[config.mk]
export PLATFORM = sky130hd
export DESIGN_NAME = wsl_sqrt
export DESIGN_NICKNAME = d
export VERILOG_FILES = /design/src/rtl/core/assert_macros.svh /design/src/rtl/core/wsl_sqrt.sv
export SDC_FILE = /design/constraint.sdc
export NUM_CORES = 2
export LEC_CHECK = 0
export BUFFER_PORTS_ARGS = -buffer_cell sky130_fd_sc_hd__buf_2
export CELL_PAD_IN_SITES_DETAIL_PLACEMENT = 0
export CELL_PAD_IN_SITES_GLOBAL_PLACEMENT = 1
export CORE_ASPECT_RATIO = 2
export CORE_MARGIN = 5
export CORE_UTILIZATION = 40
export CTS_BUF_LIST = sky130_fd_sc_hd__clkbuf_4 sky130_fd_sc_hd__clkbuf_8
export CTS_CLUSTER_SIZE = 40
export DETAILED_ROUTE_END_ITERATION = 7
export PLACE_DENSITY_LB_ADDON = 0.1
export SLEW_MARGIN = 40
export SYNTH_ARGS = -nofsm -noshare
export SYNTH_HDL_FRONTEND = slang
export SYNTH_SLANG_ARGS = --single-unit
[constraint.sdc]
create_clock -name clk -period 3.7 [get_ports clk]
set_input_delay 0.37 -clock clk [delete_from_list [all_inputs] [get_ports clk]]
set_output_delay 0.37 -clock clk [all_outputs]
set_load 0.01 [all_outputs]
[src/rtl/core/assert_macros.svh]
// Assertion macros shared by the RTL.
// Each macro expects signals named clk and rst in the calling scope.
`ifndef ASSERT_MACROS_SVH
`define ASSERT_MACROS_SVH

// Property that must hold at every clock edge out of reset
`define ASSERT_CLK(label, cond, msg) \
  label: assert property (@(posedge clk) disable iff (rst) (cond)) else $error(msg);

// Implication checked at every clock edge out of reset
`define ASSERT_IMP(label, ante, cons, msg) \
  label: assert property (@(posedge clk) disable iff (rst) (ante) |-> (cons)) \
    else $error(msg);

`endif

[src/rtl/core/wsl_sqrt.sv]
// ----------------------------------------------------------------------------
// wsl_sqrt
// Pipelined integer square root, one root bit per register stage, with a
// side word that travels alongside.
// ----------------------------------------------------------------------------
`default_nettype none

module wsl_sqrt #(
  parameter int RAD_W  = 50,
  parameter int SIDE_W = 8
) (
  input  logic              clk,
  input  logic              rst,
  input  logic              in_valid,
  input  logic [RAD_W-1:0]  rad,
  input  logic [SIDE_W-1:0] side_in,
  output logic              out_valid,
  output logic [RAD_W/2-1:0] root,
  output logic [SIDE_W-1:0] side_out
);

  localparam int ROOT_W = RAD_W / 2;
  localparam int REM_W  = ROOT_W + 3;

  logic [ROOT_W:0]     v_q;
  logic [RAD_W-1:0]    rad_q  [ROOT_W+1];
  logic [REM_W-1:0]    rem_q  [ROOT_W+1];
  logic [ROOT_W-1:0]   root_q [ROOT_W+1];
  logic [SIDE_W-1:0]   side_q [ROOT_W+1];

  // stage 0 is the input
  assign v_q[0]    = in_valid;
  assign rad_q[0]  = rad;
  assign rem_q[0]  = '0;
  assign root_q[0] = '0;
  assign side_q[0] = side_in;

  for (genvar k = 0; k < ROOT_W; k++) begin : g_stage
    logic [REM_W-1:0] cat;
    logic [REM_W-1:0] sub_v;
    logic [REM_W-1:0] dif;
    logic             ge;

    // trial subtract of (root*4 + 1) from the remainder with two new bits
    always_comb begin
      cat   = {rem_q[k][REM_W-3:0], rad_q[k][RAD_W-1 -: 2]};
      sub_v = {1'b0, root_q[k], 2'b01};
      ge    = (cat >= sub_v);
      dif   = cat - sub_v;
    end

    always_ff @(posedge clk) begin
      if (rst) begin
        v_q[k+1] <= 1'b0;
      end else begin
        v_q[k+1] <= v_q[k];
      end
      rad_q[k+1]  <= rad_q[k] << 2;
      rem_q[k+1]  <= ge ? dif : cat;
      root_q[k+1] <= {root_q[k][ROOT_W-2:0], ge};
      side_q[k+1] <= side_q[k];
    end
  end

  assign out_valid = v_q[ROOT_W];
  assign root      = root_q[ROOT_W];
  assign side_out  = side_q[ROOT_W];

endmodule

`default_nettype wire

==> results by group <==
Run status
  • Run status: finished clean

Global routing
  • Total GRT Usage: 15.13%
  • GRT overflow: 0
  • Largest net degree at the start of global routing: 38
  • Vias in the first global route: 38,440
  • Initial antenna violation count: 2
  • First-pass GRT wire length: 196.8 mm

Cells and area
  • Multi-input logic area: 22,520 µm²
  • Sequential standard cell area: 34,810 µm²
  • Fraction of layout cells with a size suffix above 1: 10.74%
  • Area grow syn2layout: 15.38%
  • Fillers: 13,950
  • Final nets: 6,398

Worst setup path
  • Data arrival, critical path: 4.34 ns
  • Worst setup path class: flip-flop to flip-flop
  • Critical Path End Type: flip-flop
  • Req. time, crit path: 4.49 ns
  • Critical Path Fanout Max: 5
  • CP Launch Type: flip-flop

Timing
  • Fmax achieved: 282.2 MHz
  • Final Max Tran Viols: 0
  • RSZ-0062 raised after global routing: false
  • TNS Setup: 0 ns
  • Final period util: 95.76%
  • Clock Skews: 0.08489 ns
  • Worst-Margin Slew: 0.7139 ns
  • Tmin final: 3.543 ns
  • Setup Viol. Count Final: 0
  • Final Hold Viols: 0
  • Slew HR: 52.04%

Floorplanning
  • Die height: 554.5 µm
  • Initial core utilization: 40.10%
  • Die footprint: 156,500 µm²
  • Rows: 200
  • Ports: 95
  • Die Wd: 282.3 µm
  • Core area: 147,900 µm²

Power and ir drop
  • Max VDD drop: 0.0004228 V
  • Design Power: 47.11 mW
  • Total power divided by cell area: 688.4 nW/µm²
  • Leakage power: 31.84 nW

Synthesis
  • FFs w/ async S/R, synth: 0%
  • Synth Net Count: 6,012
  • Yosys cell types: 81
  • Yosys reg bits: 1,739
  • Avg Cell Area, Syn: 10.59 µm²
  • Yosys warns: 0
  • Gate Count Post-Synth: 5,599
  • Register area share after synthesis: 58.70%
  • Post-synth design cell area: 59,300 µm²
  • Most used DFF post-synth: dfxtp_1
  • Post-synth EDFFs: 0

Drt
  • Final ANT Viol Nets: 0
  • Iteration-0 DRC Markers: 2,256
  • Vias: 38,680
  • Final WL: 119.1 mm
  • Drt via density: 4.782
  • DR pass1 iterations: 7
  • Residual DRC: 0
  • WL/cell: 14.73 µm

Clocking
  • CTS root buf: clkbuf_8
  • CTS tree: done
  • Maximum clock path buffer count: 4
  • H-tree depth: 4
  • CTS Sinks: 1,739
  • Post-CTS Setup Repair Bufs: 0
  • Worst-Skew Late Latency: 0.91 ns
  • CTS clock-pin slew for the worst setup and hold paths: 0.07 ns
  • Total CTS buffers: 242

Placed design
  • HPWL after detailed placement: 86.62 mm
  • GP Congestion: 0.8439
  • PortBufs: 94

Job
  • Max-cap violations: 0

Hold path
  • Worst Hold Class: primary input to flip-flop
worst paths after layout:
| path | startpoint | end | slack (ns) | cells past startpoint |
|---|---|---|---|---|
| min | rad[25] | rad_q[1227] | 0.14 | 2 |
| max | g_stage[19].sub_v[5] | g_stage[20].cat[24] | 0.16 | 12 |
| max reg2reg | g_stage[19].sub_v[5] | g_stage[20].cat[24] | 0.16 | 12 |
| min reg2reg | rad_q[839] | rad_q[791] | 0.25 | 0 |
cells in the final DEF, fill, tap and decap left out, types with 61 or more instances in the layout:
cell | synthesis | layout
nor2b_1 | 78 | 78
inv_1 | 434 | 434
xnor2_1 | 259 | 259
a21o_1 | 125 | 125
clkbuf_8 | 0 | 306
clkbuf_4 | 0 | 63
nand3_1 | 98 | 98
o21ai_0 | 305 | 302
nor2_1 | 290 | 289
dfxtp_1 | 1739 | 1739
a21oi_1 | 305 | 304
dlygate4sd3_1 | 0 | 90
ha_1 | 352 | 352
o21a_1 | 61 | 61
nand2_1 | 409 | 409
nand2b_1 | 79 | 79
xor2_1 | 217 | 217
buf_2 | 5 | 94
nor3_1 | 138 | 138
layer usage:
metal | wire (µm) | track usage, %
met1 | 58010 | 21.29
met2 | 51960 | 23.57
met3 | 5875 | 2.875
met4 | 3254 | 4.832
met5 | 0 | 0
cells in the mapped netlist, types with 78 or more instances:
cell	instances	area share, %
ha_1	352	7.4
nor2_1	290	1.8
nand2b_1	79	0.83
nand3_1	98	0.83
clkbuf_1	79	0.50
a21oi_1	305	2.6
nor2b_1	78	0.82
xnor2_1	259	3.8
xor2_1	217	3.2
dfxtp_1	1739	59
a21o_1	125	1.6
nor3_1	138	1.2
nand2_1	409	2.6
o21ai_0	305	2.6
inv_1	434	2.7
cell type report:
type / count / share of cell area (%)
flip-flops and latches: 1739 / 50.88
multi-input cells: 3328 / 32.92
clock buffers: 369 / 6.846
well taps: 1919 / 3.509
repair buffers: 238 / 2.633
inverters: 436 / 2.395
clock inverters: 55 / 0.8064
diodes: 4 / 0.01463
cells by family (layout without fill, tap and decap cells):
family                     after synthesis  in the layout  share of synthesized area [%]
DFF                                   1739           1739                          58.70
and+or+nand+nor                       1410           1410                          11.80
AOI/OAI and AO/OA                     1055           1055                          10.97
buffers and inverters                  532           1098                          3.433
xor gates and xnor gates               476            476                          7.030
adders and majority gates              352            352                          7.427
muxes                                   34             34                         0.6308
other                                    1              5                       0.006323
through the flow:
stage | utilization (%) | area [µm²] | setup slack [ns] | hold WS [ns] | instances
4_1_cts | 46.25 | 68400 | 0.09984 | 0.02026 | 8083
2_1_floorplan | - | 59300 | 0.5422 | 0.3096 | 5599
3_3_place_gp | 42.10 | 62270 | 0.2682 | 0.3095 | 7569
3_5_place_dp | 42.10 | 62270 | 0.2139 | 0.3121 | 7569
6_report | 46.27 | 68420 | 0.1569 | 0.1381 | 8088
5_1_grt | 46.27 | 68420 | 0.01451 | 0.06027 | 8088
repair_timing:
action | CTS | global route
gates resized for setup | 0 | 2
setup endpoints to repair | 0 | 21
hold buffers | 90 | 0
endpoints found under the hold margin | 84 | 0
critical path, cell delays in order, from the launching register on:
cell and delay (ns):
dfxtp_1 0.32, inv_1 0.04, ha_1 0.35, and4_1 0.38, o311a_1 0.31, o21a_1 0.22
o21ai_2 0.12, o21ai_0 0.43, a41o_1 0.18, a21oi_2 0.09, a2111oi_0 0.61, buf_4 0.22
xor2_1 0.14
state kept, by name (all words and copies together) (netlist names):
register / count
g_stage.cat: 637
rad_q: 552
g_stage.sub_v: 300
side_q: 192
root: 25
v_q: 24
side_out: 8
out_valid: 1
power breakdown:
group	internal (mW)	total, mW	leakage [nW]	switching (mW)
clock network	8.69	15.6	2.79	6.87
registers	21.7	23.8	14.6	2.10
logic	3.54	7.80	14.5	4.26
No activity file was read; power rests on OpenSTA's default activity.
